## config.mk

```make
export PLATFORM = sky130hd
export DESIGN_NAME = lcv_fifo
export DESIGN_NICKNAME = d
export VERILOG_FILES = /design/src/design/lcv_fifo.sv
export SDC_FILE = /design/constraint.sdc
export NUM_CORES = 1
export LEC_CHECK = 0
export ABC_CLOCK_PERIOD_IN_PS = 1590
export BUFFER_PORTS_ARGS = -buffer_cell sky130_fd_sc_hd__buf_2
export CAP_MARGIN = 20
export CELL_PAD_IN_SITES_DETAIL_PLACEMENT = 1
export CELL_PAD_IN_SITES_GLOBAL_PLACEMENT = 2
export CORE_AREA = 4 4 41 43
export CTS_BUF_LIST = sky130_fd_sc_hd__clkbuf_8
export DETAILED_ROUTE_END_ITERATION = 7
export DIE_AREA = 0 0 45 47
export PLACE_DENSITY_LB_ADDON = 0.15
export SLEW_MARGIN = 20
export SYNTH_ARGS = -nofsm -noshare
export SYNTH_HDL_FRONTEND = slang
export SYNTH_SLANG_ARGS = --single-unit
```

## constraint.sdc

```tcl
create_clock -name clk_i -period 1.59 [get_ports clk_i]
set_input_delay 0.0795 -clock clk_i [delete_from_list [all_inputs] [get_ports clk_i]]
set_output_delay 0.0795 -clock clk_i [all_outputs]
set_load 0.02 [all_outputs]
```

## src/design/lcv_fifo.sv

```systemverilog
// small register queue used between the pipeline parts
module lcv_fifo #(
  parameter type T     = logic,
  parameter int  DEPTH = 2
) (
  input  logic clk_i,
  input  logic rst_ni,
  input  logic push_i,
  input  T     data_i,
  output logic full_o,
  input  logic pop_i,
  output T     data_o,
  output logic empty_o
);

  localparam int AW = (DEPTH > 1) ? $clog2(DEPTH) : 1;
  localparam int CW = $clog2(DEPTH + 1);

  T               mem_q [DEPTH];
  logic [AW-1:0]  wr_q, rd_q;
  logic [CW-1:0]  cnt_q;
  logic           do_push, do_pop;

  assign full_o  = (cnt_q == CW'(DEPTH));
  assign empty_o = (cnt_q == '0);
  assign do_push = push_i && !full_o;
  assign do_pop  = pop_i && !empty_o;
  assign data_o  = mem_q[rd_q];

  always_ff @(posedge clk_i) begin
    if (do_push) begin
      mem_q[wr_q] <= data_i;
    end
  end

  always_ff @(posedge clk_i or negedge rst_ni) begin
    if (!rst_ni) begin
      wr_q  <= '0;
      rd_q  <= '0;
      cnt_q <= '0;
    end else begin
      if (do_push) begin
        wr_q <= (wr_q == AW'(DEPTH - 1)) ? '0 : wr_q + 1'b1;
      end
      if (do_pop) begin
        rd_q <= (rd_q == AW'(DEPTH - 1)) ? '0 : rd_q + 1'b1;
      end
      if (do_push && !do_pop) begin
        cnt_q <= cnt_q + 1'b1;
      end else if (do_pop && !do_push) begin
        cnt_q <= cnt_q - 1'b1;
      end
    end
  end

endmodule

```

Yosys cells after proc, flatten, opt, wreduce, memory -nomap -nowiden
Memories as Yosys holds them, arrays and structs flattened.
Index checks and enable logic that the tools add are counted.
Widths: inputs -> output; s select.
{ "totals": {"n_memories": 1, "regBits": 4, "ram_bits": 2, "output_inout_bits": 3, "in_bits": 5, "elab_cells": 25} }
{ "classes": {"n_mux": 6, "n_eq_ne": 1, "addsub": 4, "n_reduce_logical": 10} }
{ "memory_table": {"columns": ["name", "words", "word_bits", "rd", "rd_ports_with_merged_regs", "write_ports", "line", "rtl"], "rows": [
  ["mem_q", 2, 1, 1, 0, 1, "19", "T mem_q [DEPTH];"]
]} }
{ "op_table": {"columns": ["cell", "n"], "rows": [
  ["$logic_and 1x1->1", 4],
  ["$logic_not 1->1", 4],
  ["$mux 1", 4],
  ["$mux 2", 2],
  ["$add 1x1->1 const B", 2],
  ["$add 2x1->2 const B", 1],
  ["$eq 2x2->1 const B", 1],
  ["$logic_not 2->1", 1],
  ["$reduce_bool 2->1", 1],
  ["$sub 2x1->2 const B", 1]
]} }

Longest topological paths before layout
Gate-level depths: netlist of the first run.
{ "depth": {"word_depth": 7, "mapped_depth": 7} }

Worst setup path after synthesis of the first run
Ideal clock, no wire load.
{ "synth_timing": {"path_kind": "reg2reg", "from": "reg cnt_q[0]", "to": "reg cnt_q[1]", "t_arrival_ns": 1.282, "stages_incl_launch_ff": 7, "n_path_buf": 0, "setup_slack_ns": 0.229, "path_cell_list": "dfrtp_1 > nand2b_1 > nand2_1 > inv_1 > ha_1 > nor2_1 > xor2_1"} }
{ "synth_via": {"elab_chain_len": 6, "elab_cells_between_ends": 15, "classes_between": "add/sub: 2; eq/ne: 1; mux: 2; reduce/logical: 10"} }
{ "synth_lines": {"columns": ["item", "line", "rtl"], "rows": [
  ["start, declared", "21", "logic [CW-1:0] cnt_q;"],
  ["start signal, assigned", "49", "cnt_q <= cnt_q + 1'b1;"],
  ["start signal, assigned", "51", "cnt_q <= cnt_q - 1'b1;"],
  ["$eq 2x2->1 / $logic_not 2->1 (equally long branches)", "24, 25", null],
  ["$logic_not 1->1 (on tied branches)", "26, 27", null],
  ["$logic_and 1x1->1 (on tied branches)", "26, 27", null],
  ["$logic_not 1->1 (on tied branches)", "50, 48", null],
  ["$logic_and 1x1->1 (on tied branches)", "50, 48", null],
  ["$reduce_bool 2->1 (no source line) / $mux 2 (equally long branches)", null, null]
]} }
Several ways; a longest one is shown, not always the timed one. The select of a mux whose other input is x is not followed.
A chain may end at the register's enable or synchronous reset.

Worst setup path after layout of the first run
Same ends and word-level chain as after synthesis.

==> run summary, run 1 <==
number of global-route vias before repair: 237
die area: 2120 sq um
core region area: 1300 sq um
clock-pin transition on the worst setup and hold timing paths: 0.04 ns
synthesized area per cell: 12.2 sq um
maximum vdd drop: 588 uV
via count: 187
clock latency on the worst-skew pair: 0.22 ns
critical path peak fanout: 3
post-synth top area share: 37.4%
Diodes inserted: 0
Yosys reg bits: 6
RePlAce Congestion: 0.608
Pins Over Slew Limit: 0
Hold Path Class: in2reg
Post-Syn Instances: 22
Slew HR: 85.5%
share of layout cells above drive strength 1: 35.3%
Critical R2R Launch: cnt_q[0]$_DFFE_PN0P_
Chip Width: 45 microns
Synth area leader: dfrtp_1
Max-Cap Viols: 0
largest net degree at the start of global routing: 5
P per Cell Area: 2200 nW/um^2
sequential-to-total area share from yosys stat: 59.8%
crit path from: cnt_q[0]$_DFFE_PN0P_
Final #Nets: 42
clk root buf: clkbuf_8
H-tree depth: 1
TritonCTS clock tree: yes
worst setup path class: reg2reg
WL final: 552 microns
DP HPWL: 436 microns
IO buf count: 7
drt drc: 0
synth warn: 0
Layout Skew: 0.000916 ns
Final ANT Viol Nets: 0
fillers: 160
clk sinks: 6
setup_tns: 0 ns
row count: 13
Hold Path Origin: data_i
setup bufs post-CTS: 0
Leak: 0.186 nW
first-pass GRT wire length: 1000 microns
CTS buffer count: 3
WL per Instance: 11.3 microns
Top-Level Pins: 8
drt via density: 3.82
GRT Util Overall: 7.72%
Max Buffers Root-to-Sink: 2
utilization after layout: 29.2%
Area growth syn-to-layout: 42.1%
worst setup margin: 0.175 ns
drt pass-1 iters: 2
measured slew at the worst slew-check pin: 0.216 ns
RSZ-0062 raised after global routing: no
final setup fails: 0
effective utilization at floorplan: 20.6%
synthesized cell area: 268 sq um
FMAX: 707 MHz
Cell variety after synth: 12
grt total ovfl: 0
top cells by area, synth: dfrtp_1, edfxtp_1, xnor2_1, xor2_1, ha_1
die height: 47 microns
Starting DRT DRC Count: 2
Crit. End Element: flip-flop
status: finished, final reports clean
ratio of final minimum period to clock period: 89.0%
placed cell count: 45
final non-filler cell total: 49
CP Data Arrival Time: 1.56 ns
Final min period: 1.42 ns
Critical Path Start Type: flip-flop
pre-CTS setup slack: 0.177 ns
initial antenna violation count: 0
Syn Nets: 28
Final Hold Fails: 0
post-cts resize count: 0
Data required, critical path: 1.73 ns
layer usage:
layer	track usage, %	wire length [microns]	up-vias	share of wire (%)
met5	0	0	-	0
met4	12.3	28	0	5.1
met3	2.30	33	3	6.0
met2	9.60	241	8	44
met1	8.35	248	81	45
li1	-	-	95	-
flip-flops by register name (all words and copies together), names as in the netlist:
| signal | cells |
|---|---|
| cnt_q | 2 |
| mem_q | 2 |
| rd_q | 1 |
| wr_q | 1 |
power breakdown:
| part | switching [W] | leakage, nW | total, W | internal [W] |
|---|---|---|---|---|
| registers | 0.0000437 | 0.0652 | 0.000276 | 0.000233 |
| logic | 0.000179 | 0.0987 | 0.000334 | 0.000155 |
| clock network | 0.0000655 | 0.0216 | 0.000228 | 0.000163 |
| total | 0.000288 | 0.186 | 0.000838 | 0.000550 |
area by class of cell:
class | count | area [sq um] | share of cell area, %
sequential | 6 | 160 | 42.1
multi-input combinational | 14 | 100 | 26.3
timing repair buffer | 9 | 52.6 | 13.8
clock buffer | 3 | 41.3 | 10.9
tap | 15 | 18.8 | 4.93
inverter | 2 | 7.51 | 1.97
synth_stat cells:
cell	n
dfrtp_1	4
nor2_1	3
xnor2_1	3
edfxtp_1	2
inv_1	2
xor2_1	2
and3_1	1
ha_1	1
mux2_2	1
nand2_1	1
nand2b_1	1
o21ai_1	1
worst paths after layout:
| path | end | cells past startpoint | slack, ns |
|---|---|---|---|
| worst max-delay path | cnt_q[1]$_DFFE_PN0P_ | 7 | 0.17 |
| worst min-delay path | mem_q[1]$_DFFE_PP_ | 1 | 0.05 |
| worst max register to register | cnt_q[1]$_DFFE_PN0P_ | 7 | 0.17 |
| worst min register to register | rd_q$_DFFE_PN0P_ | 1 | 0.48 |
| max in group asynchronous | cnt_q[0]$_DFFE_PN0P_ | 2 | 1.26 |
| min in group asynchronous | rd_q$_DFFE_PN0P_ | 2 | 0.20 |
repair_timing:
action                                  CTS  global route
hold buffers                              1             0
endpoints found under the setup margin    0             0
hold endpoints to repair                  4             0
cells by family (layout without fill, tap and decap cells):
| kind of cell | after synthesis | after routing | synth area share [%] |
|---|---|---|---|
| adders and majority gates | 1 | 1 | 4.67 |
| buffers and inverters | 2 | 14 | 2.80 |
| AOI/OAI and AO/OA | 1 | 1 | 1.87 |
| and+or+nand+nor | 6 | 6 | 10.3 |
| DFF | 6 | 6 | 59.8 |
| xor gates and xnor gates | 5 | 5 | 16.4 |
| muxes | 1 | 1 | 4.21 |
through the flow:
stage	cell area, sq um	total power, W	hold WS (ns)
after floorplan	268	0.000507	-0.216
after global placement	329	0.000601	-0.105
after detailed placement	329	0.000616	-0.103
after CTS	380	0.000856	0.0435
after global routing	380	0.000910	0.0460
final	380	0.000838	0.0463
critical path, stage by stage, from the launching register on:
cell and delay [ns]:
dfrtp_1 0.36, nand2b_1 0.18, nand2_1 0.14, inv_1 0.06
ha_1 0.19, xor2_1 0.14, nor2_1 0.11, xor2_1 0.16
layout by cell type, fill, tap and decap left out:
master,count
buf_2,7
dfrtp_1,4
nor2_1,3
xnor2_1,3
clkbuf_8,3
inv_1,2
xor2_1,2
edfxtp_1,2
mux2_2,1
nand2b_1,1
nand2_1,1
o21ai_1,1
and3_1,1
ha_1,1
dlygate4sd3_1,1
buf_4,1
(Power assumes the default switching activity.)
==> run 2, diff against run 1 <==
--- a/config.mk
+++ b/config.mk
@@ -6,15 +6,16 @@
 export NUM_CORES = 1
 export LEC_CHECK = 0
 export ABC_CLOCK_PERIOD_IN_PS = 1590
-export BUFFER_PORTS_ARGS = -buffer_cell sky130_fd_sc_hd__buf_2
+export BUFFER_PORTS_ARGS = -buffer_cell sky130_fd_sc_hd__buf_4
 export CAP_MARGIN = 20
 export CELL_PAD_IN_SITES_DETAIL_PLACEMENT = 1
 export CELL_PAD_IN_SITES_GLOBAL_PLACEMENT = 2
-export CORE_AREA = 4 4 41 43
+export CORE_AREA = 5 5 42 44
 export CTS_BUF_LIST = sky130_fd_sc_hd__clkbuf_8
 export DETAILED_ROUTE_END_ITERATION = 7
-export DIE_AREA = 0 0 45 47
+export DIE_AREA = 0 0 47 49
 export PLACE_DENSITY_LB_ADDON = 0.15
+export RECOVER_POWER = 25
 export SLEW_MARGIN = 20
 export SYNTH_ARGS = -nofsm -noshare
 export SYNTH_HDL_FRONTEND = slang
==> run summary, run 2 (synthesis results as in run 1) <==
Final min period: 1.47 ns (+0.0514 ns)
first-pass GRT wire length: 841 microns (-16%)
worst setup path class: reg2reg
WL per Instance: 9.78 microns (-13%)
WL final: 489 microns (-11%)
Area growth syn-to-layout: 46.3%
drt drc: 0 (unchanged)
maximum vdd drop: 513 uV (-13%)
CTS buffer count: 3 (unchanged)
biggest regs: cnt_q (2), mem_q (2)
final setup fails: 0 (unchanged)
RSZ-0062 raised after global routing: no
ratio of final minimum period to clock period: 92.2% (+3.2 points)
Data required, critical path: 1.73 ns (about the same)
Chip Width: 47 microns (+4.4%)
commonest non-fill, non-tap cells in the layout: buf_4, dfrtp_1
number of global-route vias before repair: 199 (-16%)
fillers: 166 (+3.8%)
die area: 2300 sq um (+8.9%)
Starting DRT DRC Count: 0 (-2)
Final #Nets: 41 (-2.4%)
worst-path cell chain: nand2b_1 > nand2_1 > inv_1 > ha_1 > nor2_1 > xor2_1
status: finished, final reports clean
Max Buffers Root-to-Sink: 2 (unchanged)
Hold Path Origin: data_i
Final ANT Viol Nets: 0 (unchanged)
FMAX: 682 MHz (-3.5%)
largest net degree at the start of global routing: 6 (+1)
Hold-fix buffers, CTS: 1 (unchanged)
Diodes inserted: 0 (unchanged)
initial antenna violation count: 0 (unchanged)
clock latency on the worst-skew pair: 0.22 ns (about the same)
critical path peak fanout: 5 (+2)
row count: 14 (+1)
total power: 0.000831 W (-0.88%)
Layout Skew: 0.00314 ns (+0.00223 ns)
grt total ovfl: 0 (unchanged)
worst setup margin: 0.123 ns (-0.0514 ns)
TritonCTS clock tree: yes
drt via density: 3.72 (-2.5%)
measured slew at the worst slew-check pin: 0.265 ns (+0.0495 ns)
Leak: 0.187 nW (+0.95%)
die height: 49 microns (+4.3%)
IO buf count: 7 (unchanged)
most common cell after layout, fill and taps aside: buf_4
RePlAce Congestion: 0.636 (+4.6%)
Pins Over Slew Limit: 0 (unchanged)
Critical R2R Launch: cnt_q[0]$_DFFE_PN0P_
core region area: 1400 sq um (+7.7%)
Slew HR: 82.3% (-3.2 points)
CP max stage cell: dfrtp_1
drt pass-1 iters: 1 (-1)
crit path from: cnt_q[0]$_DFFE_PN0P_
Max-Cap Viols: 0 (unchanged)
number of buffers and inverters on the critical path: 1 (unchanged)
pre-CTS setup slack: 0.108 ns (-0.0685 ns)
H-tree depth: 1 (unchanged)
effective utilization at floorplan: 19.1% (-1.5 points)
clk root buf: clkbuf_8
Critical Path Start Type: flip-flop
Hold Path Class: in2reg
CP peak stage delay: 0.42 ns (+0.06 ns)
Top-Level Pins: 8 (unchanged)
CP Data Arrival Time: 1.60 ns (+0.04 ns)
share of layout cells above drive strength 1: 29.4% (-5.9 points)
clock-pin transition on the worst setup and hold timing paths: 0.04 ns (about the same)
setup bufs post-CTS: 0 (unchanged)
delay-heaviest family, CP: simple AND/OR/NAND/NOR gates
clk sinks: 6 (unchanged)
GRT Util Overall: 5.59% (-2.1 points)
Crit. End Element: flip-flop
DP HPWL: 426 microns (-2.3%)
Final Hold Fails: 0 (unchanged)
post-cts resize count: 0 (unchanged)
via count: 186 (-0.53%)
setup_tns: 0 ns (unchanged)
P per Cell Area: 2120 nW/um^2 (-3.7%)
-- run 2: changes by cell type in the layout (fill, tap and decap cells not counted) --
cell / previous run / this run
buf_4: 1 / 5
inv_1: 2 / 3
clkbuf_1: 0 / 1
clkbuf_4: 0 / 1
buf_2: 7 / 0
-- run 2: worst reg2reg max path: cells and delay by family, from the launching register on --
kind,cells,cell delay [ns]
simple gates,3,0.46
flops,1,0.42
fa+ha+maj,1,0.30
xor+xnor,1,0.15
buf+inv,1,0.06
-- run 2: per-layer routing --
layer | vias up | track usage, % | share of wire [%]
met1 | 89 | 5.57 | 42
met5 | - | 0 | 0
li1 | 95 | - | -
met3 | 0 | 3.32 | 3.7
met2 | 2 | 7.47 | 54
met4 | 0 | 5.53 | 0
-- run 2: through the flow --
stage | area, sq um | cells | hold slack, ns | util [%]
after floorplan | 268 | 22 | -0.216 | -
after global placement | 340 | 45 | -0.119 | 24.3
after CTS | 395 | 50 | 0.0436 | 28.2
final | 392 | 50 | 0.0705 | 27.9
after global routing | 392 | 50 | 0.0643 | 27.9
after detailed placement | 340 | 45 | -0.115 | 24.3
-- run 2: worst paths after layout --
kind / to / slack [ns] / depth (start not counted)
max: cnt_q[1]$_DFFE_PN0P_ / 0.12 / 6
min: mem_q[1]$_DFFE_PP_ / 0.07 / 1
max reg2reg: cnt_q[1]$_DFFE_PN0P_ / 0.12 / 6
min reg2reg: rd_q$_DFFE_PN0P_ / 0.49 / 1
max in group asynchronous: cnt_q[0]$_DFFE_PN0P_ / 1.14 / 2
min in group asynchronous: wr_q$_DFFE_PN0N_ / 0.24 / 2
-- run 2: where the power goes --
part	total (W)	switching (W)	internal, W	leakage [nW]
registers	0.000292	0.0000599	0.000232	0.0652
clock network	0.000227	0.0000614	0.000166	0.0269
logic	0.000312	0.000151	0.000160	0.0951
total	0.000831	0.000273	0.000558	0.187
-- run 2: final cells by class --
cell class / count / area, sq um / share of cell area, %
Clock buffer: 3 / 41.3 / 10.5
Tap cell: 16 / 20.0 / 5.11
Timing Repair Buffer: 8 / 58.8 / 15.0
Sequential cell: 6 / 160 / 40.9
Multi-Input combinational cell: 14 / 100 / 25.6
Clock inverter: 1 / 3.75 / 0.958
Inverter: 2 / 7.51 / 1.92
