==> config.mk <==
export PLATFORM = sky130hd
export DESIGN_NAME = lcv_front
export DESIGN_NICKNAME = d
export VERILOG_FILES = /design/src/design/lcv_pkg.sv /design/src/design/lcv_front.sv
export SDC_FILE = /design/constraint.sdc
export NUM_CORES = 1
export LEC_CHECK = 0
export ABC_AREA = 1
export BUFFER_PORTS_ARGS = -buffer_cell sky130_fd_sc_hd__buf_2
export CORE_ASPECT_RATIO = 1.5
export CORE_MARGIN = 1
export CORE_UTILIZATION = 32
export DETAILED_ROUTE_END_ITERATION = 16
export GPL_TIMING_DRIVEN = 0
export MAX_ROUTING_LAYER = met4
export PLACE_DENSITY_LB_ADDON = 0.3
export SLEW_MARGIN = 20
export SYNTH_ARGS = -nofsm -noshare
export SYNTH_HDL_FRONTEND = slang
export SYNTH_SLANG_ARGS = --single-unit
==> constraint.sdc <==
create_clock -name vclk -period 3.4
set_clock_uncertainty 0.1 [all_clocks]
set_input_delay 0.68 -clock vclk [all_inputs]
set_output_delay 0.68 -clock vclk [all_outputs]
set_load 0.1 [all_outputs]
==> src/design/lcv_pkg.sv <==
// shared types and constants of the learned checksum verifier
package lcv_pkg;

  // configuration register indexes
  localparam int unsigned CFG_IDX_W = 2;
  localparam logic [CFG_IDX_W-1:0] REG_CLIENT_COUNT = 2'd0;
  localparam logic [CFG_IDX_W-1:0] REG_DISC_ENABLE  = 2'd1;
  localparam int unsigned CFG_DATA_W = 32;
  localparam logic [10:0] CLIENT_COUNT_RESET = 11'd1024;

  // result codes
  typedef enum logic [2:0] {
    RS_STORED     = 3'd0,
    RS_LEARNING   = 3'd1,
    RS_MISMATCH   = 3'd2,
    RS_BAD_SLOT   = 3'd3,
    RS_BAD_CLIENT = 3'd4,
    RS_PASS       = 3'd5,
    RS_MISSING    = 3'd6
  } status_e;

  // item classes handed from front to back
  typedef enum logic [2:0] {
    K_ADD            = 3'd0,
    K_ADD_NOCLIENT   = 3'd1,
    K_BAD_SLOT       = 3'd2,
    K_CHECK          = 3'd3,
    K_CHECK_NOCLIENT = 3'd4
  } kind_e;

  typedef struct packed {
    logic        mode;
    logic [9:0]  client_index;
    logic [5:0]  func_index;
    logic [31:0] checksum_word;
  } in_item_t;

  typedef struct packed {
    status_e     status;
    logic [5:0]  missing_slot;
    logic        close_request;
    logic        all_settled;
  } out_item_t;

  typedef struct packed {
    kind_e       kind;
    logic [9:0]  client;
    logic [5:0]  func;
    logic [31:0] word;
  } cmd_t;

endpackage

==> src/design/lcv_front.sv <==
// front end: classifies an incoming item into a command
module lcv_front import lcv_pkg::*; #(
  parameter int NUM_CLIENTS = 1024,
  parameter int NUM_FUNCS   = 32
) (
  input  in_item_t    item_i,
  input  logic [10:0] client_count_i,
  output cmd_t        cmd_o
);

  logic client_ok;
  logic slot_bad;

  assign client_ok = ({1'b0, item_i.client_index} < client_count_i) &&
                     (32'(item_i.client_index) < 32'(NUM_CLIENTS));
  assign slot_bad  = (7'(item_i.func_index) >= 7'(NUM_FUNCS));

  always_comb begin
    cmd_o.client = item_i.client_index;
    cmd_o.func   = item_i.func_index;
    cmd_o.word   = item_i.checksum_word;
    if (item_i.mode) begin
      cmd_o.kind = client_ok ? K_CHECK : K_CHECK_NOCLIENT;
    end else if (slot_bad) begin
      cmd_o.kind = K_BAD_SLOT;
    end else begin
      cmd_o.kind = client_ok ? K_ADD : K_ADD_NOCLIENT;
    end
  end

endmodule

Word-level counts from Yosys, hierarchy flattened
Cells that the tools add are included.
Word-level totals
  ROM bits: 0
  word-level logic and storage cells: 6
  RAM bits: 0
  memories kept: 0
  bits in registers: 0
  output and inout bits: 51
  bits in latches: 0
Cells by class
  shift operators: 0
  mux-type cells: 4
  equality and inequality tests: 0
  add/sub/neg operators: 0
  bitwise logic cells: 0
  $mul: 0
  divide/modulo/power cells: 0
  $lt $le $gt $ge: 2
  reductions and logical operators: 0
Operators with widths (number)
  10-bit by 11-bit less-than comparator with 1-bit output: 1
  6-bit >= comparator (second input constant): 1
  3-bit 2-to-1 mux: 2
  2-bit 2-to-1 mux: 1
  1-bit 2-to-1 mux: 1

Depth between registers and ports, before layout
Gate-level depths: netlist of the first run.
  word-level depth: 4
  depth in mapped cells: 10

Worst setup path before layout of the first run
Ideal clock, no wire load.
  kind: input to output
  from: input client_count_i[6]
  to: output cmd_o[48] (netlist name)
  buffers on the path: 0
  stages: 10
  setup slack: 0.595 ns
  data arrival time: 2.025 ns
  cells stage by stage: inv_1 -> ha_1 -> nand2_1 -> inv_2 -> nand2_1 -> nor2_1 -> nand2_1 -> nand3_2 -> nand2_1 -> nand2_1
RTL lines
  from (decl): line lcv_front.sv:7  | input logic [10:0] client_count_i,
  to (decl): line lcv_front.sv:8  | output cmd_t cmd_o

==> impl_metrics.json, run 1 <==
{
  "dr_total_vias": 806,
  "gr-total-overflow": 0,
  "syn_inst": 105,
  "internal_power_uw": 78.2,
  "die-height_um": 58.3,
  "yosys_warnings": 0,
  "met3WireLength_um": 204,
  "setup_ws_ns": 0.605,
  "cp-end-kind": "output pin",
  "tightest_slew_ns": 0.495,
  "holdWs_ns": 1.64,
  "fmax_mhz": 358,
  "synthTopCellsByArea": "buf_4 53%, ha_1 17%, nand2_1 11%",
  "cp.required_ns": 2.62,
  "ioPinCount": 111,
  "crit_slowest_cell": "buf_2",
  "cp-start-kind": "input port",
  "critPathKind": "input port to output pin",
  "ys_seq_area_share_pct": 0,
  "clkbuf_count": 0,
  "firstDrtPassIters": 4,
  "post-route-drc-count": 0,
  "grt_first_pass_wirelength_mm": 2.17,
  "m1WireLength_um": 480,
  "synth_top_area_share_pct": 53.3,
  "seq_power_share_pct": 0,
  "ctsHoldBuffers": 0,
  "hold_path.class": "input port to output pin",
  "seq_cells": 0,
  "wl_met2_um": 882,
  "path_max_fanout": 2,
  "cts_resized": 0,
  "power.leakage_nw": 0.770,
  "power.density_nw_per_um2": 337,
  "hp-start": "item_i[4]",
  "core_um2": 2000,
  "switching_share_pct": 78.4,
  "power_uw": 362,
  "avgRoutedWirePerCell_um": 7.80,
  "syn_nets": 174,
  "cap_violations": 0,
  "gp_congestion": 0.629,
  "p_switching_uw": 284,
  "wirelength_mm": 1.57,
  "power_frac_comb_pct": 100.0,
  "grt_pass1_vias": 651,
  "routed_via_density": 4.01,
  "pre_cts_ws_ns": 0.579,
  "num-nets-final": 250,
  "n_antenna_cell": 0,
  "grtUsageTotal_pct": 12.7,
  "status": "finished clean",
  "final.min_clock_period_ns": 2.80,
  "detail-route-antenna-nets": 0,
  "place_hpwl_mm": 1.52,
  "synthToLayoutAreaGrowth_pct": 58.9,
  "cp_common_cell": "nand2_1",
  "fin_tns_setup_ns": 0,
  "crit_path_cell_trace": "buf_2 -> ha_1 -> nand2_1 -> nand2_1 -> a21boi_2 -> nand4_1 -> nand2_1 -> buf_2",
  "slowest_delay_ns": 0.42,
  "crit_arrival_ns": 2.02,
  "die-area_um2": 2300,
  "grt_max_degree": 5,
  "cts_setup_buffers": 0,
  "slew_viol_final": 0,
  "place.port_buffers": 74,
  "finalSetupViolations": 0,
  "yosysTopAreaCell": "buf_4",
  "row_count": 20,
  "ys_types": 11,
  "power.share.clock_pct": 0,
  "rsz0062_at_grt": "false",
  "mappedNetlistArea_um2": 676,
  "initialDrtViolationCount": 6,
  "vdd_ir_drop_max_mv": 0.224,
  "die_x_um": 39.5,
  "hold_viol": 0,
  "crit_path_start": "item_i[46]",
  "maxSlewHeadroom_pct": 67.3,
  "syn_area_per_cell_um2": 6.43,
  "highest_layer": "met3",
  "start_util_pct": 33.8,
  "fin_crit_sh_pct": 82.2,
  "antenna_found_initial": 0,
  "seqCellArea_um2": 0,
  "drive_above_1_share_pct": 70.4
}
-- synth_stat cells --
cell and n:
nand3_1 1, a21oi_1 2, inv_2 2, buf_4 48, ha_1 9, nand3_2 1
inv_1 17, nor2_1 3, nand2_1 19, nand4_1 2, a21boi_2 1
-- cell usage in the layout (no fill, tap or decap) --
master,netlist,layout
inv_1,17,17
nand2_1,19,19
inv_2,2,2
nand3_2,1,1
ha_1,9,9
nand4_1,2,2
nor2_1,3,3
nand3_1,1,1
buf_2,0,74
a21boi_2,1,1
a21oi_1,2,2
buf_4,48,48
-- path summary, 6_finish.rpt --
| path | to | slack [ns] | cells past startpoint |
|---|---|---|---|
| min | cmd_o[4] | 1.64 | 2 |
| max | cmd_o[48] | 0.60 | 8 |
-- metrics by stage --
| stage | area [µm²] | instances | utilization (%) |
|---|---|---|---|
| 2_1_floorplan | 676 | 105 | - |
| 3_3_place_gp | 1070 | 201 | 53.6 |
| 3_5_place_dp | 1070 | 201 | 53.6 |
| 4_1_cts | 1070 | 201 | 53.6 |
| 5_1_grt | 1070 | 201 | 53.6 |
| 6_report | 1070 | 201 | 53.6 |
-- final cells by class --
type | count | area [µm²]
plain buffers | 48 | 360
multi-input cells | 38 | 244
repair buffers | 74 | 370
fillers | 205 | 928
inverters | 19 | 71.3
well taps | 22 | 27.5
-- metal layers --
layer | vias up | global-route usage [%]
met2 | 60 | 28.8
li1 | 415 | -
met5 | - | -
met3 | 0 | 0.383
met1 | 331 | 10.3
met4 | 0 | 0
-- critical path: cells and delay by family --
| family | cells | cell delay [ns] |
|---|---|---|
| fa+ha+maj | 1 | 0.30 |
| buf+inv | 2 | 0.53 |
| compound gates | 1 | 0.17 |
| simple gates | 4 | 0.33 |
-- power by group through the flow --
| stage | Sequential [mW] | Clock, mW | Combinational, mW |
|---|---|---|---|
| final | 0 | 0 | 0.362 |
| after global routing | 0 | 0 | 0.378 |
| after CTS | 0 | 0 | 0.364 |
| after detailed placement | 0 | 0 | 0.364 |
| after global placement | 0 | 0 | 0.361 |
| after floorplan | 0 | 0 | 0.316 |
-- logic make-up after synthesis --
| family | synth area share [%] |
|---|---|
| AO/OA/AOI/OAI | 3.15 |
| buffers and inverters | 63.9 |
| AND/OR/NAND/NOR | 16.3 |
| adder cells (fa/ha/maj) | 16.7 |
(Power assumes the default switching activity.)
==> run 2: changes to the inputs <==
CORE_UTILIZATION = 30   (was 32)
clock period = 2.6 ns   (was 3.4 ns; I/O delays follow)
==> run 2 against run 1 <==
Compared with the run above:
- via count is 1.4% lower
- cell area stayed put
- global-route usage is 3.0 points lower
- sequential share of layout area stayed put
- die area is 6.4% higher
- routed wire length is 13% lower
- final cell count stayed put
- sequential cell count stayed put
- non-clock buffer count stayed put
- first-iteration DRC count is 83% lower
- hold slack worse by 0.32 ns
- setup slack worse by 0.46 ns
- critical path type unchanged
- critical endpoint unchanged
- largest cell class unchanged
- highest routed layer unchanged
==> impl_metrics.json, run 2 (synthesis gave the netlist of run 1 again) <==
{
  "gp_congestion": 0.636,
  "cts_setup_buffers": 0,
  "finalSetupViolations": 0,
  "crit_path_cell_trace": "buf_2 -> ha_1 -> nand2_1 -> nand2_1 -> a21boi_2 -> nand4_1 -> nand2_1 -> buf_2",
  "fillers": 217,
  "place_hpwl_mm": 1.38,
  "switching_share_pct": 78.4,
  "maxSlewHeadroom_pct": 67.4,
  "holdWs_ns": 1.32,
  "p_switching_uw": 370,
  "grt_pass1_vias": 561,
  "power.density_nw_per_um2": 440,
  "cp-end-kind": "output pin",
  "cp.required_ns": 1.98,
  "slew_viol_final": 0,
  "crit_slowest_cell": "buf_2",
  "hold_path.class": "input port to output pin",
  "slowest_delay_ns": 0.42,
  "place.port_buffers": 74,
  "cts_resized": 0,
  "cp_common_cell": "nand2_1",
  "drive_above_1_share_pct": 70.4,
  "grtUsageTotal_pct": 9.72,
  "critPathKind": "input port to output pin",
  "detail-route-antenna-nets": 0,
  "final.min_clock_period_ns": 2.45,
  "hold_depth": 2,
  "power.leakage_nw": 0.770,
  "gr-total-overflow": 0,
  "cp-start-kind": "input port",
  "core_um2": 2080,
  "row_count": 20,
  "hp-start": "item_i[27]",
  "post-route-drc-count": 0,
  "cap_violations": 0,
  "routed_via_density": 3.96,
  "path_max_fanout": 2,
  "dr_total_vias": 795,
  "crit_arrival_ns": 1.83,
  "die-area_um2": 2450,
  "fin_tns_setup_ns": 0,
  "rsz0062_at_grt": "false",
  "n_antenna_cell": 0,
  "die_x_um": 40.8,
  "hold_viol": 0,
  "final_cell_mix": "74 x buf_2, 48 x buf_4, 19 x nand2_1",
  "layout_commonest_cell": "buf_2",
  "start_util_pct": 32.5,
  "firstDrtPassIters": 2,
  "clkbuf_count": 0,
  "ioPinCount": 111,
  "ctsHoldBuffers": 0,
  "grt_max_degree": 5,
  "power_frac_comb_pct": 100.0,
  "grt_first_pass_wirelength_mm": 1.77,
  "power.share.clock_pct": 0,
  "avgRoutedWirePerCell_um": 6.77,
  "synthToLayoutAreaGrowth_pct": 58.9,
  "antenna_found_initial": 0,
  "status": "finished clean",
  "internal_power_uw": 102,
  "die-height_um": 60.1,
  "num-nets-final": 250,
  "min_to": "cmd_o[27]",
  "tightest_slew_ns": 0.493,
  "fin_crit_sh_pct": 94.4,
  "fmax_mhz": 407,
  "seq_cells": 0,
  "seqCellArea_um2": 0,
  "vdd_ir_drop_max_mv": 0.309,
  "initialDrtViolationCount": 1,
  "seq_power_share_pct": 0,
  "wirelength_mm": 1.36
}
[run 2: critical path: cells and delay by family]
kind	cells	cell delay, ns
adders and majority gates	1	0.30
and+or+nand+nor	4	0.32
buffers and inverters	2	0.52
AOI/OAI and AO/OA	1	0.17
[run 2: area by class of cell]
class                      instances  area, µm²  share of cell area [%]
timing repair buffer              74        370                    34.5
buffer                            48        360                    33.6
multi-input combinational         38        244                    22.7
tap                               22       27.5                    2.56
inverter                          19       71.3                    6.64
[run 2: power by group through the flow]
stage	clock (mW)	combinational [mW]	sequential, mW
after detailed placement	0	0.475	0
after floorplan	0	0.414	0
after global placement	0	0.473	0
after CTS	0	0.476	0
final	0	0.472	0
after global routing	0	0.494	0
[run 2: worst max-delay path by stage]
stage | start | end | slack (ns)
floorplan | client_count_i[6] | cmd_o[48] | 0.12
global placement | item_i[46] | cmd_o[48] | 0.13
detailed placement | item_i[46] | cmd_o[48] | 0.13
CTS | item_i[46] | cmd_o[48] | 0.12
global route | item_i[44] | cmd_o[48] | 0.01
finish | item_i[46] | cmd_o[48] | 0.15
[run 2: per-stage QoR]
step	power [mW]	cells	utilization, %	area [µm²]	setup WS, ns
final	0.472	201	51.7	1070	0.145
after global routing	0.494	201	51.7	1070	0.0102
after CTS	0.476	201	51.7	1070	0.124
after detailed placement	0.475	201	51.7	1070	0.127
after global placement	0.473	201	51.7	1070	0.130
after floorplan	0.414	105	-	676	0.115
[run 2: metal layers]
layer / wire, µm / GRT usage [%] / up-vias
met5: 0 / - / -
met4: 0 / 0 / 0
met3: 205 / 0 / 0
met2: 756 / 21.8 / 67
met1: 397 / 8.26 / 314
li1: - / - / 414
==> run 3: changes to the inputs <==
BUFFER_PORTS_ARGS = not set   (was -buffer_cell sky130_fd_sc_hd__buf_2)
CORE_AREA = 2 2 43 45   (was not set)
CORE_ASPECT_RATIO = not set   (was 1.5)
CORE_MARGIN = not set   (was 1)
CORE_UTILIZATION = not set   (was 30)
DIE_AREA = 0 0 45 47   (was not set)
DONT_BUFFER_PORTS = 1   (was not set)
==> run 3 against run 2 <==
Compared with the run above:
- cell area fell by 35%
- setup slack got worse by 0.10 ns
- hold slack got worse by 0.17 ns
- critical path type unchanged
- largest cell class unchanged
- sequential share of layout area did not move
- maximum frequency fell by 4.1%
- combinational power fell by 10%
- clock-buffer cell count did not move
==> impl_metrics.json, run 3 (synthesis gave the netlist of run 1 again) <==
{
  "final.min_clock_period_ns": 2.56,
  "die-area_um2": 2120,
  "grt_first_pass_wirelength_mm": 1.76,
  "cp-start-kind": "input port",
  "initialDrtViolationCount": 4,
  "place.port_buffers": 0,
  "slowest_delay_ns": 0.66,
  "power.leakage_nw": 0.468,
  "cp-end-kind": "output pin",
  "power.density_nw_per_um2": 605,
  "fin_crit_sh_pct": 98.4,
  "ioPinCount": 111,
  "cap_violations": 0,
  "crit_slowest_cell": "nand2_1",
  "final_util_pct": 42.4,
  "gp_congestion": 0.582,
  "detail-route-antenna-nets": 0,
  "hold_depth": 1,
  "tightest_slew_ns": 0.905,
  "place_hpwl_mm": 1.34,
  "num-nets-final": 176,
  "start_util_pct": 40.9,
  "path_max_fanout": 2,
  "power_uw": 424,
  "synthToLayoutAreaGrowth_pct": 3.70,
  "fillers": 174,
  "multiInputGateArea_um2": 244,
  "seqCellArea_um2": 0,
  "fmax_mhz": 391,
  "setup_ws_ns": 0.0408,
  "grtUsageTotal_pct": 11.1,
  "dr_total_vias": 547,
  "die_x_um": 45,
  "ctsHoldBuffers": 0,
  "grt_pass1_vias": 440,
  "crit_end": "cmd_o[48]",
  "fin_tns_setup_ns": 0,
  "vdd_ir_drop_max_mv": 0.244,
  "firstDrtPassIters": 4,
  "maxSlewHeadroom_pct": 39.5,
  "crit_path_start": "client_count_i[5]",
  "met3WireLength_um": 210,
  "antenna_found_initial": 0,
  "post-route-drc-count": 0,
  "drive_above_1_share_pct": 50.5,
  "core_um2": 1650,
  "routed_via_density": 4.48,
  "grt_max_degree": 5,
  "layout_commonest_cell": "buf_4",
  "m1WireLength_um": 393,
  "highest_layer": "met3",
  "cp_common_cell": "nand2_1",
  "row_count": 15,
  "finalSetupViolations": 0,
  "n_antenna_cell": 0,
  "slew_viol_final": 0,
  "wirelength_mm": 1.36,
  "final_cell_mix": "48 x buf_4, 19 x nand2_1, 16 x inv_1",
  "die-height_um": 47,
  "wl_met2_um": 758,
  "critPathKind": "input port to output pin",
  "rsz0062_at_grt": "true",
  "crit_arrival_ns": 1.94,
  "hold_viol": 0,
  "avgRoutedWirePerCell_um": 11.2,
  "gr-total-overflow": 0,
  "clkbuf_count": 0,
  "seq_cells": 0,
  "crit_path_cell_trace": "inv_1 -> ha_1 -> nand2_1 -> inv_2 -> nand2_1 -> nor2_1 -> nand2_1 -> nand3_2 -> nand2_1 -> nand2_1",
  "cp.required_ns": 1.98,
  "pre_cts_ws_ns": 0.0253,
  "status": "finished clean",
  "hold_path.class": "input port to output pin"
}
run 3: changes by cell type in the layout (fill, tap and decap cells not counted):
cell,previous run,this run
inv_1,17,16
clkinvlp_4,0,1
buf_2,74,0
run 3: worst min-delay path by stage:
stage                     startpoint         to  slack [ns]
final                     item_i[42]  cmd_o[42]        1.15
after detailed placement   item_i[6]   cmd_o[6]        1.15
after floorplan            item_i[0]   cmd_o[0]        1.15
after global placement     item_i[6]   cmd_o[6]        1.15
after CTS                  item_i[6]   cmd_o[6]        1.15
after global routing      item_i[32]  cmd_o[32]        1.15
run 3: critical path, delay by kind of cell:
kind | cells | cell delay (ns)
and+or+nand+nor | 7 | 1.07
adders and majority gates | 1 | 0.27
buffers and inverters | 2 | 0.08
run 3: metal layers:
layer | up-vias | global-route usage [%]
met5 | - | -
met4 | 0 | 0
met3 | 0 | 0.769
met2 | 54 | 22.6
met1 | 227 | 12.5
li1 | 266 | -
run 3: power by group:
part	leakage [nW]	switching, mW	internal, mW
Sequential	0	0	0
Combinational	0.468	0.357	0.0673
Clock	0	0	0
Total	0.468	0.357	0.0673
run 3: area by class of cell:
| type | instances | share of cell area [%] |
|---|---|---|
| tap | 17 | 3.04 |
| multi-input combinational | 38 | 34.8 |
| buffer | 48 | 51.4 |
| inverter | 19 | 10.7 |
run 3: metrics by stage:
| step | hold WS (ns) | cell area (µm²) | cells |
|---|---|---|---|
| floorplan | 1.15 | 676 | 105 |
| global placement | 1.15 | 697 | 122 |
| detailed placement | 1.15 | 697 | 122 |
| CTS | 1.15 | 697 | 122 |
| global route | 1.15 | 701 | 122 |
| finish | 1.15 | 701 | 122 |
run 3: repair_timing:
| item | CTS | global route |
|---|---|---|
| setup endpoints to repair | 0 | 3 |
| buffers inserted | 0 | 0 |
| gates resized for setup | 0 | 1 |
